File: src/cnsf_pkg.sv
// Shared constants, register codes and controller/datapath interface types.
package cnsf_pkg;

  localparam int MAX_POINTS    = 64;
  localparam int FRACTION_BITS = 4;
  localparam int COORD_W       = 16;
  localparam int IDX_W         = $clog2(MAX_POINTS);
  localparam int CNT_W         = $clog2(MAX_POINTS + 1);
  localparam int NBR_W         = 6;
  localparam int CFG_IDX_W     = 2;
  localparam int SQ_W          = 2 * COORD_W;

  localparam logic [COORD_W-1:0] DIST_RESET   = COORD_W'(180 << FRACTION_BITS);
  localparam logic [NBR_W-1:0]   NBR_RESET    = NBR_W'(3);
  localparam logic [COORD_W-1:0] SPREAD_RESET = COORD_W'(50 << FRACTION_BITS);

  typedef enum logic [CFG_IDX_W-1:0] {
    CFG_DIST     = 2'd0,
    CFG_MIN_NBR  = 2'd1,
    CFG_SPREAD_X = 2'd2,
    CFG_SPREAD_Y = 2'd3
  } cfg_reg_t;

  typedef struct packed {
    logic             load_we;
    logic [IDX_W-1:0] load_addr;
    logic [IDX_W-1:0] rd_addr;
    logic             scan_valid;
    logic             th_load;
    logic             latch_outer;
    logic             push_pending;
    logic             set_pending;
    logic             finish;
  } cnsf_cmd_t;

  typedef struct packed {
    logic pipe_busy;
    logic out_free;
    logic kept;
    logic pending_valid;
  } cnsf_stat_t;

endpackage

File: src/cnsf_ram.sv
// Generic single-write, single-read RAM with registered read data.
module cnsf_ram #(
  parameter int WIDTH = 32,
  parameter int DEPTH = 64
) (
  input  logic                     clk,
  input  logic                     we,
  input  logic [$clog2(DEPTH)-1:0] waddr,
  input  logic [WIDTH-1:0]         wdata,
  input  logic [$clog2(DEPTH)-1:0] raddr,
  output logic [WIDTH-1:0]         rdata
);

  logic [WIDTH-1:0] mem [DEPTH];

  always_ff @(posedge clk) begin
    if (we) begin
      mem[waddr] <= wdata;
    end
    rdata <= mem[raddr];
  end

endmodule

File: src/cnsf_ctrl.sv
// Controller state machine: point loading, outer/inner scan sequencing, result release.
module cnsf_ctrl (
  input  logic                clk,
  input  logic                rst,
  input  logic                in_valid,
  output logic                in_stall,
  input  logic                final_point,
  input  cnsf_pkg::cnsf_stat_t stat,
  output cnsf_pkg::cnsf_cmd_t  cmd
);
  import cnsf_pkg::*;

  typedef enum logic [2:0] {
    S_IDLE,
    S_START,
    S_FETCH,
    S_LATCH,
    S_SCAN,
    S_DRAIN,
    S_DECIDE,
    S_FINISH
  } state_t;

  state_t           state;
  logic [CNT_W-1:0] count;
  logic [IDX_W-1:0] outer;
  logic [IDX_W-1:0] inner;
  logic             room;
  logic             advance;
  logic             last_outer;
  logic             last_inner;

  assign room       = count < CNT_W'(MAX_POINTS);
  assign advance    = !stat.kept || !stat.pending_valid || stat.out_free;
  assign last_outer = CNT_W'(outer) == count - CNT_W'(1);
  assign last_inner = CNT_W'(inner) == count - CNT_W'(1);
  assign in_stall   = state != S_IDLE;

  always_comb begin
    cmd            = '0;
    cmd.load_addr  = count[IDX_W-1:0];
    cmd.rd_addr    = (state == S_SCAN) ? inner : outer;
    case (state)
      S_IDLE:   cmd.load_we = in_valid && room;
      S_START:  cmd.th_load = 1'b1;
      S_LATCH:  cmd.latch_outer = 1'b1;
      S_SCAN:   cmd.scan_valid = inner != outer;
      S_DECIDE: begin
        cmd.set_pending  = stat.kept && advance;
        cmd.push_pending = stat.kept && stat.pending_valid && advance;
      end
      S_FINISH: cmd.finish = stat.out_free;
      default:  cmd.rd_addr = outer;
    endcase
  end

  always_ff @(posedge clk) begin
    if (rst) begin
      state <= S_IDLE;
      count <= '0;
      outer <= '0;
      inner <= '0;
    end else begin
      case (state)
        S_IDLE: begin
          if (in_valid) begin
            if (room) begin
              count <= count + CNT_W'(1);
            end
            if (final_point) begin
              state <= S_START;
            end
          end
        end
        S_START: begin
          outer <= '0;
          state <= (count == '0) ? S_FINISH : S_FETCH;
        end
        S_FETCH: state <= S_LATCH;
        S_LATCH: begin
          inner <= '0;
          state <= S_SCAN;
        end
        S_SCAN: begin
          inner <= inner + IDX_W'(1);
          if (last_inner) begin
            state <= S_DRAIN;
          end
        end
        S_DRAIN: begin
          if (!stat.pipe_busy) begin
            state <= S_DECIDE;
          end
        end
        S_DECIDE: begin
          if (advance) begin
            if (last_outer) begin
              state <= S_FINISH;
            end else begin
              outer <= outer + IDX_W'(1);
              state <= S_FETCH;
            end
          end
        end
        S_FINISH: begin
          if (stat.out_free) begin
            count <= '0;
            state <= S_IDLE;
          end
        end
        default: state <= S_IDLE;
      endcase
    end
  end

  a_count_bounded: assert property (@(posedge clk) disable iff (rst)
    count <= CNT_W'(MAX_POINTS))
    else $error("stored point count beyond capacity");

  a_decide_after_drain: assert property (@(posedge clk) disable iff (rst)
    (cmd.set_pending || cmd.push_pending) |-> !stat.pipe_busy)
    else $error("verdict taken while distance pipeline still busy");

  a_finish_empties: assert property (@(posedge clk) disable iff (rst)
    cmd.finish |=> (count == '0) && !in_stall)
    else $error("run end did not empty the point store");

endmodule

File: src/cnsf_datapath.sv
// Datapath: point store, distance pipeline, neighbour box, pending and output registers.
module cnsf_datapath (
  input  logic                          clk,
  input  logic                          rst,
  input  cnsf_pkg::cnsf_cmd_t           cmd,
  output cnsf_pkg::cnsf_stat_t          stat,
  input  logic [cnsf_pkg::COORD_W-1:0]  point_x,
  input  logic [cnsf_pkg::COORD_W-1:0]  point_y,
  input  logic                          cfg_valid,
  input  logic [cnsf_pkg::CFG_IDX_W-1:0] cfg_index,
  input  logic [cnsf_pkg::COORD_W-1:0]  cfg_data,
  output logic                          out_valid,
  input  logic                          out_stall,
  output logic [cnsf_pkg::COORD_W-1:0]  kept_x,
  output logic [cnsf_pkg::COORD_W-1:0]  kept_y,
  output logic                          end_of_run,
  output logic                          none_kept
);
  import cnsf_pkg::*;

  logic [COORD_W-1:0]   dist_thr;
  logic [NBR_W-1:0]     min_nbr;
  logic [COORD_W-1:0]   spread_x_min;
  logic [COORD_W-1:0]   spread_y_min;
  logic [SQ_W-1:0]      th_sq;

  logic [2*COORD_W-1:0] rdata;
  logic [COORD_W-1:0]   rx;
  logic [COORD_W-1:0]   ry;
  logic [COORD_W-1:0]   ox;
  logic [COORD_W-1:0]   oy;

  logic                 v0;
  logic                 v1;
  logic                 v2;
  logic [COORD_W-1:0]   dx;
  logic [COORD_W-1:0]   dy;
  logic [COORD_W-1:0]   px1;
  logic [COORD_W-1:0]   py1;
  logic [SQ_W-1:0]      sq_x;
  logic [SQ_W-1:0]      sq_y;
  logic [COORD_W-1:0]   px2;
  logic [COORD_W-1:0]   py2;
  logic [SQ_W:0]        dist_sq;
  logic                 hit;

  logic [CNT_W-1:0]     tally;
  logic [COORD_W-1:0]   box_min_x;
  logic [COORD_W-1:0]   box_max_x;
  logic [COORD_W-1:0]   box_min_y;
  logic [COORD_W-1:0]   box_max_y;

  logic                 pending_valid;
  logic [COORD_W-1:0]   pend_x;
  logic [COORD_W-1:0]   pend_y;
  logic                 out_free;

  cnsf_ram #(
    .WIDTH(2 * COORD_W),
    .DEPTH(MAX_POINTS)
  ) u_store (
    .clk  (clk),
    .we   (cmd.load_we),
    .waddr(cmd.load_addr),
    .wdata({point_x, point_y}),
    .raddr(cmd.rd_addr),
    .rdata(rdata)
  );

  assign rx = rdata[2*COORD_W-1:COORD_W];
  assign ry = rdata[COORD_W-1:0];

  always_ff @(posedge clk) begin
    if (rst) begin
      dist_thr     <= DIST_RESET;
      min_nbr      <= NBR_RESET;
      spread_x_min <= SPREAD_RESET;
      spread_y_min <= SPREAD_RESET;
    end else if (cfg_valid) begin
      case (cfg_reg_t'(cfg_index))
        CFG_DIST:     dist_thr     <= cfg_data;
        CFG_MIN_NBR:  min_nbr      <= cfg_data[NBR_W-1:0];
        CFG_SPREAD_X: spread_x_min <= cfg_data;
        CFG_SPREAD_Y: spread_y_min <= cfg_data;
        default:      dist_thr     <= dist_thr;
      endcase
    end
  end

  always_ff @(posedge clk) begin
    if (cmd.th_load) begin
      th_sq <= dist_thr * dist_thr;
    end
    if (cmd.latch_outer) begin
      ox <= rx;
      oy <= ry;
    end
    dx   <= (ox >= rx) ? ox - rx : rx - ox;
    dy   <= (oy >= ry) ? oy - ry : ry - oy;
    px1  <= rx;
    py1  <= ry;
    sq_x <= dx * dx;
    sq_y <= dy * dy;
    px2  <= px1;
    py2  <= py1;
  end

  always_ff @(posedge clk) begin
    if (rst) begin
      v0 <= 1'b0;
      v1 <= 1'b0;
      v2 <= 1'b0;
    end else begin
      v0 <= cmd.scan_valid;
      v1 <= v0;
      v2 <= v1;
    end
  end

  assign dist_sq = {1'b0, sq_x} + {1'b0, sq_y};
  assign hit     = v2 && (dist_sq < {1'b0, th_sq});

  always_ff @(posedge clk) begin
    if (rst) begin
      tally     <= '0;
      box_min_x <= '0;
      box_max_x <= '0;
      box_min_y <= '0;
      box_max_y <= '0;
    end else if (cmd.latch_outer) begin
      tally     <= '0;
      box_min_x <= '0;
      box_max_x <= '0;
      box_min_y <= '0;
      box_max_y <= '0;
    end else if (hit) begin
      tally <= tally + CNT_W'(1);
      if (tally == '0) begin
        box_min_x <= px2;
        box_max_x <= px2;
        box_min_y <= py2;
        box_max_y <= py2;
      end else begin
        if (px2 < box_min_x) box_min_x <= px2;
        if (px2 > box_max_x) box_max_x <= px2;
        if (py2 < box_min_y) box_min_y <= py2;
        if (py2 > box_max_y) box_max_y <= py2;
      end
    end
  end

  assign out_free = !out_valid || !out_stall;

  always_ff @(posedge clk) begin
    if (rst) begin
      pending_valid <= 1'b0;
      out_valid     <= 1'b0;
    end else begin
      if (cmd.set_pending) begin
        pending_valid <= 1'b1;
      end else if (cmd.finish) begin
        pending_valid <= 1'b0;
      end
      if (cmd.push_pending || cmd.finish) begin
        out_valid <= 1'b1;
      end else if (out_valid && !out_stall) begin
        out_valid <= 1'b0;
      end
    end
  end

  always_ff @(posedge clk) begin
    if (cmd.set_pending) begin
      pend_x <= ox;
      pend_y <= oy;
    end
    if (cmd.push_pending) begin
      kept_x     <= pend_x;
      kept_y     <= pend_y;
      end_of_run <= 1'b0;
      none_kept  <= 1'b0;
    end else if (cmd.finish) begin
      kept_x     <= pending_valid ? pend_x : '0;
      kept_y     <= pending_valid ? pend_y : '0;
      end_of_run <= 1'b1;
      none_kept  <= !pending_valid;
    end
  end

  always_comb begin
    stat.pipe_busy     = v0 || v1 || v2;
    stat.out_free      = out_free;
    stat.pending_valid = pending_valid;
    stat.kept          = (tally >= CNT_W'(min_nbr)) &&
                         ((box_max_x - box_min_x) >= spread_x_min) &&
                         ((box_max_y - box_min_y) >= spread_y_min);
  end

  a_box_ordered: assert property (@(posedge clk) disable iff (rst)
    (tally != '0) |-> (box_min_x <= box_max_x) && (box_min_y <= box_max_y))
    else $error("neighbour box corners out of order");

  a_tally_bounded: assert property (@(posedge clk) disable iff (rst)
    tally < CNT_W'(MAX_POINTS))
    else $error("neighbour tally beyond stored points");

  a_finish_marks_end: assert property (@(posedge clk) disable iff (rst)
    cmd.finish |=> out_valid && end_of_run && !pending_valid)
    else $error("run end not marked on the output");

endmodule

File: src/corner_neighbor_spread_filter_top.sv
// Top level of the corner neighbour spread filter: controller, datapath and ports.
//
// Corners arrive one per input transfer as unsigned 12.4 coordinates and are
// written into a 64-entry point store at one per cycle; points past capacity
// are dropped. The transfer carrying final_point closes the set (it is stored
// too if there is room) and starts a filtering run, during which in_stall
// stays high. For each stored point the run streams every stored point out of
// the store's single read port, one per cycle, through a four-stage pipeline
// (read, absolute difference, squaring, compare and box update). Kept corners
// leave in load order through an output register; each is held back one slot
// so that the last can carry end_of_run, and a run with no survivors yields
// one result with none_kept and end_of_run set and zero coordinates. A stalled
// output holds the run until the result is taken. Configuration writes are
// always accepted (cfg_ready is tied high) and should be made between runs.
module corner_neighbor_spread_filter_top (
  input  logic                           clk,
  input  logic                           rst,
  input  logic                           in_valid,
  output logic                           in_stall,
  input  logic [cnsf_pkg::COORD_W-1:0]   point_x,
  input  logic [cnsf_pkg::COORD_W-1:0]   point_y,
  input  logic                           final_point,
  output logic                           out_valid,
  input  logic                           out_stall,
  output logic [cnsf_pkg::COORD_W-1:0]   kept_x,
  output logic [cnsf_pkg::COORD_W-1:0]   kept_y,
  output logic                           end_of_run,
  output logic                           none_kept,
  input  logic                           cfg_valid,
  output logic                           cfg_ready,
  input  logic [cnsf_pkg::CFG_IDX_W-1:0] cfg_index,
  input  logic [cnsf_pkg::COORD_W-1:0]   cfg_data
);
  import cnsf_pkg::*;

  cnsf_cmd_t  cmd;
  cnsf_stat_t stat;

  // Registers take a write in any cycle; the contract keeps writes between runs.
  assign cfg_ready = 1'b1;

  // Sequence loading, the all-pairs scan and result release.
  cnsf_ctrl u_ctrl (
    .clk        (clk),
    .rst        (rst),
    .in_valid   (in_valid),
    .in_stall   (in_stall),
    .final_point(final_point),
    .stat       (stat),
    .cmd        (cmd)
  );

  // Hold the points, measure distances, grow the neighbour box, drive results.
  cnsf_datapath u_datapath (
    .clk       (clk),
    .rst       (rst),
    .cmd       (cmd),
    .stat      (stat),
    .point_x   (point_x),
    .point_y   (point_y),
    .cfg_valid (cfg_valid && cfg_ready),
    .cfg_index (cfg_index),
    .cfg_data  (cfg_data),
    .out_valid (out_valid),
    .out_stall (out_stall),
    .kept_x    (kept_x),
    .kept_y    (kept_y),
    .end_of_run(end_of_run),
    .none_kept (none_kept)
  );

endmodule

File: config.mk
export PLATFORM = sky130hd
export DESIGN_NAME = corner_neighbor_spread_filter_top
export DESIGN_NICKNAME = d
export VERILOG_FILES = /design/src/cnsf_pkg.sv /design/src/cnsf_ram.sv /design/src/cnsf_ctrl.sv /design/src/cnsf_datapath.sv /design/src/corner_neighbor_spread_filter_top.sv
export SDC_FILE = /design/constraint.sdc
export NUM_CORES = 2
export LEC_CHECK = 0
export BUFFER_PORTS_ARGS = -buffer_cell sky130_fd_sc_hd__buf_2
export CELL_PAD_IN_SITES_DETAIL_PLACEMENT = 1
export CELL_PAD_IN_SITES_GLOBAL_PLACEMENT = 1
export CORE_MARGIN = 2
export CORE_UTILIZATION = 49
export DETAILED_ROUTE_END_ITERATION = 16
export GPL_TIMING_DRIVEN = 0
export PLACE_DENSITY_LB_ADDON = 0.1
export SLEW_MARGIN = 20
export SYNTH_ARGS = -nofsm -noshare
export SYNTH_HDL_FRONTEND = slang
export SYNTH_SLANG_ARGS = --single-unit
File: constraint.sdc
create_clock -name clk -period 6.2 [get_ports clk]
set_clock_uncertainty 0.15 [all_clocks]
set_input_delay 0 -clock clk [delete_from_list [all_inputs] [get_ports clk]]
set_output_delay 0 -clock clk [all_outputs]
set_load 0.005 [all_outputs]
# == Yosys cells after proc, flatten, opt, wreduce, memory -nomap -nowiden ==
# Memories as Yosys holds them, arrays and structs flattened. A register that Yosys moved wholly into a read port is not among the register bits.
# Cells that the tools add are included.
# totals
ramBits,2048
regBits,442
inputBits,56
out_inout_bits,37
word_cells,177
n_memories,1
# memory_table
memory,words,width,read_ports,rd_clocked_by_memory_dff,write_ports,line_no,text
u_datapath.u_store.mem,64,32,1,1,1,cnsf_ram.sv:14,logic [WIDTH-1:0] mem [DEPTH];
# classes
muxes,46
magnitude_cmp,11
mul,3
add_sub_neg,12
bitwise_logic,1
n_eq_ne,21
reduce_logical,47
# op_table
operator,n
2-to-1 mux 16 bit,16
multiplier 16 x 16 -> 32 bit,3
subtractor 16 bit,6
greater-or-equal comparator 16 bit,4
adder 32 x 32 -> 33 bit,1
< comparator 33 x 32 -> 1 bit,1
> comparator 16 bit,2
< comparator 16 bit,2
2-to-1 mux 3 bit,8
2-to-1 mux 6 bit,4
one-hot mux 3 bit (8 select lines),1
one-hot mux 6 bit (2 select lines),2
2-to-1 mux 7 bit,3
nonzero test 2 bit,10
AND reduction 2 bit,8
"adder 7 x 1 -> 7 bit, second input constant",2
== test 6 x 7 -> 1 bit,2
logical NOT 7 bit,2
one-hot mux 7 bit (2 select lines),1
"adder 6 x 1 -> 6 bit, second input constant",2
"== test 3 bit, second input constant",4
2-to-1 mux 1 bit,10
logical AND 1 bit,8
"!= test 2 x 1 -> 1 bit, second input constant",4
other kinds (21),35

# == Longest topological paths before layout ==
# logic_depth
depth_word,11
ltp_mapped,26
depth_no_buf,24

# == Hierarchy ==
# From an unflattened synthesis, not the netlist that was laid out.
# unflattened
hier_cells,8071
area_unflattened_um2,122419.9
# by_module_without_submodules
module,cells_each,seq_area_each_um2,n_inst,area_per_inst_um2
cnsf_ram,3324,62139.6,1,78512.8
cnsf_datapath,4513,9619.2,1,42145.4
cnsf_ctrl,232,440.4,1,1750.4
corner_neighbor_spread_filter_top,2,0.0,1,11.3

# == Least setup slack after synthesis ==
# No wires, ideal clock.
# synth_timing
path_kind,register to register
start,register u_datapath.dist_thr[14]
end,register u_datapath.th_sq[29] (data pin)
path_buffers,3
period_less_slack_ns,6.595
path_stages_with_launch,23
t_arrival_ns,6.186
setup_time_ns,0.259
t_required_ns,5.791
slack_ns,-0.395
path_cell_list,dfxtp_1 -> clkbuf_1 -> clkbuf_1 -> nand2_1 -> fa_1 -> fa_1 -> inv_1 -> fa_1 -> fa_1 -> fa_1 -> inv_1 -> fa_1 -> inv_1 -> ha_1 -> clkbuf_1 -> nand3_1 -> or4_1 -> or3_1 -> a31o_2 -> a21oi_1 -> a21o_1 -> a21oi_1 -> xnor2_1
# synth_between
elab_chain_cells,1
# synth_rtl
item,line_no,text
"start, declared",cnsf_datapath.sv:21,logic [COORD_W-1:0] dist_thr;
"start signal, assigned",cnsf_datapath.sv:81,CFG_DIST: dist_thr <= cfg_data;
"start signal, assigned",cnsf_datapath.sv:85,default: dist_thr <= dist_thr;
multiplier 16 x 16 -> 32 bit,cnsf_datapath.sv:92,th_sq <= dist_thr * dist_thr;
"end signal, assigned",cnsf_datapath.sv:92,
"end, declared",cnsf_datapath.sv:25,logic [SQ_W-1:0] th_sq;
# Every way passes these cells.
# A chain may end at the register's enable or synchronous reset.

# == Worst setup path after layout ==
# layout_timing
start,register u_datapath.dx[4]
end,register u_datapath.sq_x[30]
# layout_between
elab_chain_cells,1
# layout_rtl
item,line_no,text
"start, declared",cnsf_datapath.sv:36,logic [COORD_W-1:0] dx;
"start signal, assigned",cnsf_datapath.sv:98,dx <= (ox >= rx) ? ox - rx : rx - ox;
multiplier 16 x 16 -> 32 bit,cnsf_datapath.sv:102,sq_x <= dx * dx;
"end signal, assigned",cnsf_datapath.sv:102,
"end, declared",cnsf_datapath.sv:40,logic [SQ_W-1:0] sq_x;
# Every way passes these cells.

==> results.cfg <==
[cts]
clock-sinks = 2519
path_clk_slew_ns = 0.06
cts_tree = yes
numCtsBuffers = 288
worstSkewPairLatency_ns = 0.96
clk_path_buf_depth = 4
cts_root_buffer = clkbuf_16
cts.htree.levels = 5

[cells_and_area]
fin_nets = 10160
drive_gt1_share_pct = 20.00
layout_common_cells = 2175 x edfxtp_1, 945 x inv_1, 535 x ha_1
design_area_um2 = 144800
final_common_cell = edfxtp_1
area_delta_synth_final_pct = 17.19
fin_cells = 12610

[placed_design]
io_buffers = 90
dp.cells = 11860
place_area_um2 = 131100
hpwl_um = 266000
gp_congestion = 0.9771
pre_cts_ws_ns = -1.489

[drt]
num_vias = 73910
vias_per_cell = 5.864
drc = 0
drtPass1Iterations = 5
ant_nets = 0
wire_per_inst_um = 29.84
drt_iter0_markers = 6710
wl_um = 376200

[synthesis]
synthSimpleGateAreaFrac_pct = 5.689
synth_compound_area_share_pct = 5.333
ys_ff_latch = 2519
synth_cell_types = 88
ys_warn_count = 0
synthAdderAreaFrac_pct = 13.71
synth_xor_area_share_pct = 1.432
yosys-mux-area-fraction_pct = 11.17
synthTopCellsByArea = edfxtp_1 53%, mux4_2 9.3%, fa_1 8.0%, ha_1 5.7%, dfxtp_1 5.6%
synth.avg_cell_area_um2 = 14.86
ys_seq_area_share_pct = 58.44
synth-edff-count = 2175
synth_top_family_by_area = adder cells
synthArstFlopShare_pct = 0
synth_ff_type = edfxtp_1
synth_top_area_share_pct = 52.87
syn_inst = 8313
synth_area_leader_cell = edfxtp_1
mappedNetlistArea_um2 = 123500
synth_nets = 9427

[critical_path]
cp_max_fo = 8
critPathMaxStageDelay_ns = 0.52
crit_path_frequent_cell = fa_1
r2r_cells = 22
required_ns = 6.79
critical_path_class = register to register
crit_family = adder cells
crit_buf_inv = 5
cp.depth = 22
path_cells = clkbuf_16, and2_4, fa_1, inv_2, fa_1, inv_1, fa_1, fa_1, fa_1, inv_1, fa_1, inv_2, ha_4, a21o_1, a21o_1, a211o_1, a41o_1, a41oi_2, o21ai_2, or4_4, a211o_1, o211ai_1
start_kind = register
cp_slowest_cell = fa_1
crit_path_end_kind = register
critPathArrivalTime_ns = 7.32

[run_status]
status = finished, violations left
violations = negative setup slack

[floorplan]
row_count = 184
die_w_um = 506.1
core_um2 = 250900
design.portCount = 93
dieArea_um2 = 256100
initial_core_util_pct = 49.23
die_h_um = 506.1

[global_routing]
grt_pass1_vias = 79540
grt_usage_pct = 29.45
antenna_found_initial = 13
grt_max_degree = 65
grt_overflow = 0
grt_pass1_wl_um = 545700

[timing]
period_share_pct = 108.5
slew_headroom_pct = 16.79
finalSetupViolCount = 17
max_freq_ghz = 0.1487
rsz0062_at_grt = true
drv_slew = 0
worst_slack_ns = -0.5265
tightest_slew_ns = 1.248
period_minus_slack_ns = 6.726
hold_violations = 0

[worst_hold_path]
hp-class = input port to register
min_path_cells = 2

[job]
maxCapViolCount = 0
[state kept, by name, indices dropped and copies added (netlist names), 31 cells and up]
name	flops
u_datapath.u_store.mem	2048
u_datapath.th_sq	31
u_datapath.sq_y	31
u_datapath.u_store.rdata	32
u_datapath.sq_x	31
[metrics by stage]
stage | hold slack [ns] | TNS (ns) | utilization, %
after floorplan | -0.05113 | -0.001900 | -
after global placement | 0.1300 | -473.65 | 51.15
after detailed placement | 0.1249 | -46.89 | 52.23
after CTS | 0.004295 | -3.783 | 57.32
after global routing | 0.07692 | -8.132 | 57.69
final | 0.08285 | -3.446 | 57.69
[final timing paths]
kind                                                  from                                       to  slack, ns
worst max-delay path              u_datapath.dx[4]$_DFF_P_              u_datapath.sq_x[30]$_DFF_P_      -0.53
worst min-delay path                            point_y[4]  u_datapath.u_store.mem[28][4]$_DFFE_PP_       0.08
worst min register to register  u_datapath.py1[15]$_DFF_P_               u_datapath.py2[15]$_DFF_P_       0.17
worst max register to register    u_datapath.dx[4]$_DFF_P_              u_datapath.sq_x[30]$_DFF_P_      -0.53
[cell usage after synthesis (7+ instances only)]
cell type and count:
o21ai_1 7, fa_1 492, mux4_2 512, or4_1 12, o21bai_1 20, dfxtp_1 344, buf_1 26, nand3_1 42
nand4_1 42, mux2i_1 221, o31ai_1 16, o21ai_0 97, nor3b_1 9, a2111oi_0 10, nand2b_1 45, buf_2 84
nor3_1 65, a31oi_1 23, a21boi_0 11, clkbuf_1 226, and2_1 150, a31o_2 14, nor2_1 262, o41ai_1 7
nand3b_1 16, a21oi_1 336, a211o_1 17, or2_2 18, inv_1 992, edfxtp_1 2175, a211oi_1 155, o21a_1 33
nor2b_1 169, nor4_1 13, a21o_1 109, xor2_1 61, buf_4 13, ha_1 566, nand2_1 537, xnor2_1 141
o211ai_1 18, or3_1 21, and3_1 28, a22oi_1 66
[layer usage]
metal  track usage [%]  part of all wire [%]  up-vias
met5                 0                 0.026        -
met1             37.82                    39    38910
li1                  -                     -    31810
met4             12.94                   5.0        2
met2             49.82                    50     2585
met3             4.379                   6.2      610
[repair_timing]
| item | CTS | global route |
|---|---|---|
| resized for setup | 431 | 155 |
| hold buffers | 110 | 0 |
| setup endpoints to repair | 94 | 128 |
| endpoints found under the hold margin | 2278 | 0 |
| setup buffers | 95 | 46 |
| pin swaps | 123 | 104 |
[area by class of cell]
type	count	area (um2)
fillers	23450	106200
flip-flops and latches	2519	72350
multi-input cells	4450	48070
clock buffers	352	7791
repair buffers	453	4951
well taps	3348	4189
inverters	993	3761
plain buffers	343	2246
clock inverters	141	1385
diodes	6	15.01
[cells by family after synthesis]
family / Yosys count
buffers and inverters: 1344
XOR/XNOR: 202
adder cells (fa/ha/maj): 1058
AND/OR/NAND/NOR: 1449
other: 1
flip-flops: 2519
multiplexers: 738
AO/OA/AOI/OAI: 1002
Power is not shown: default switching activity piles up to over one toggle a cycle in this logic, so the estimate is an artifact.
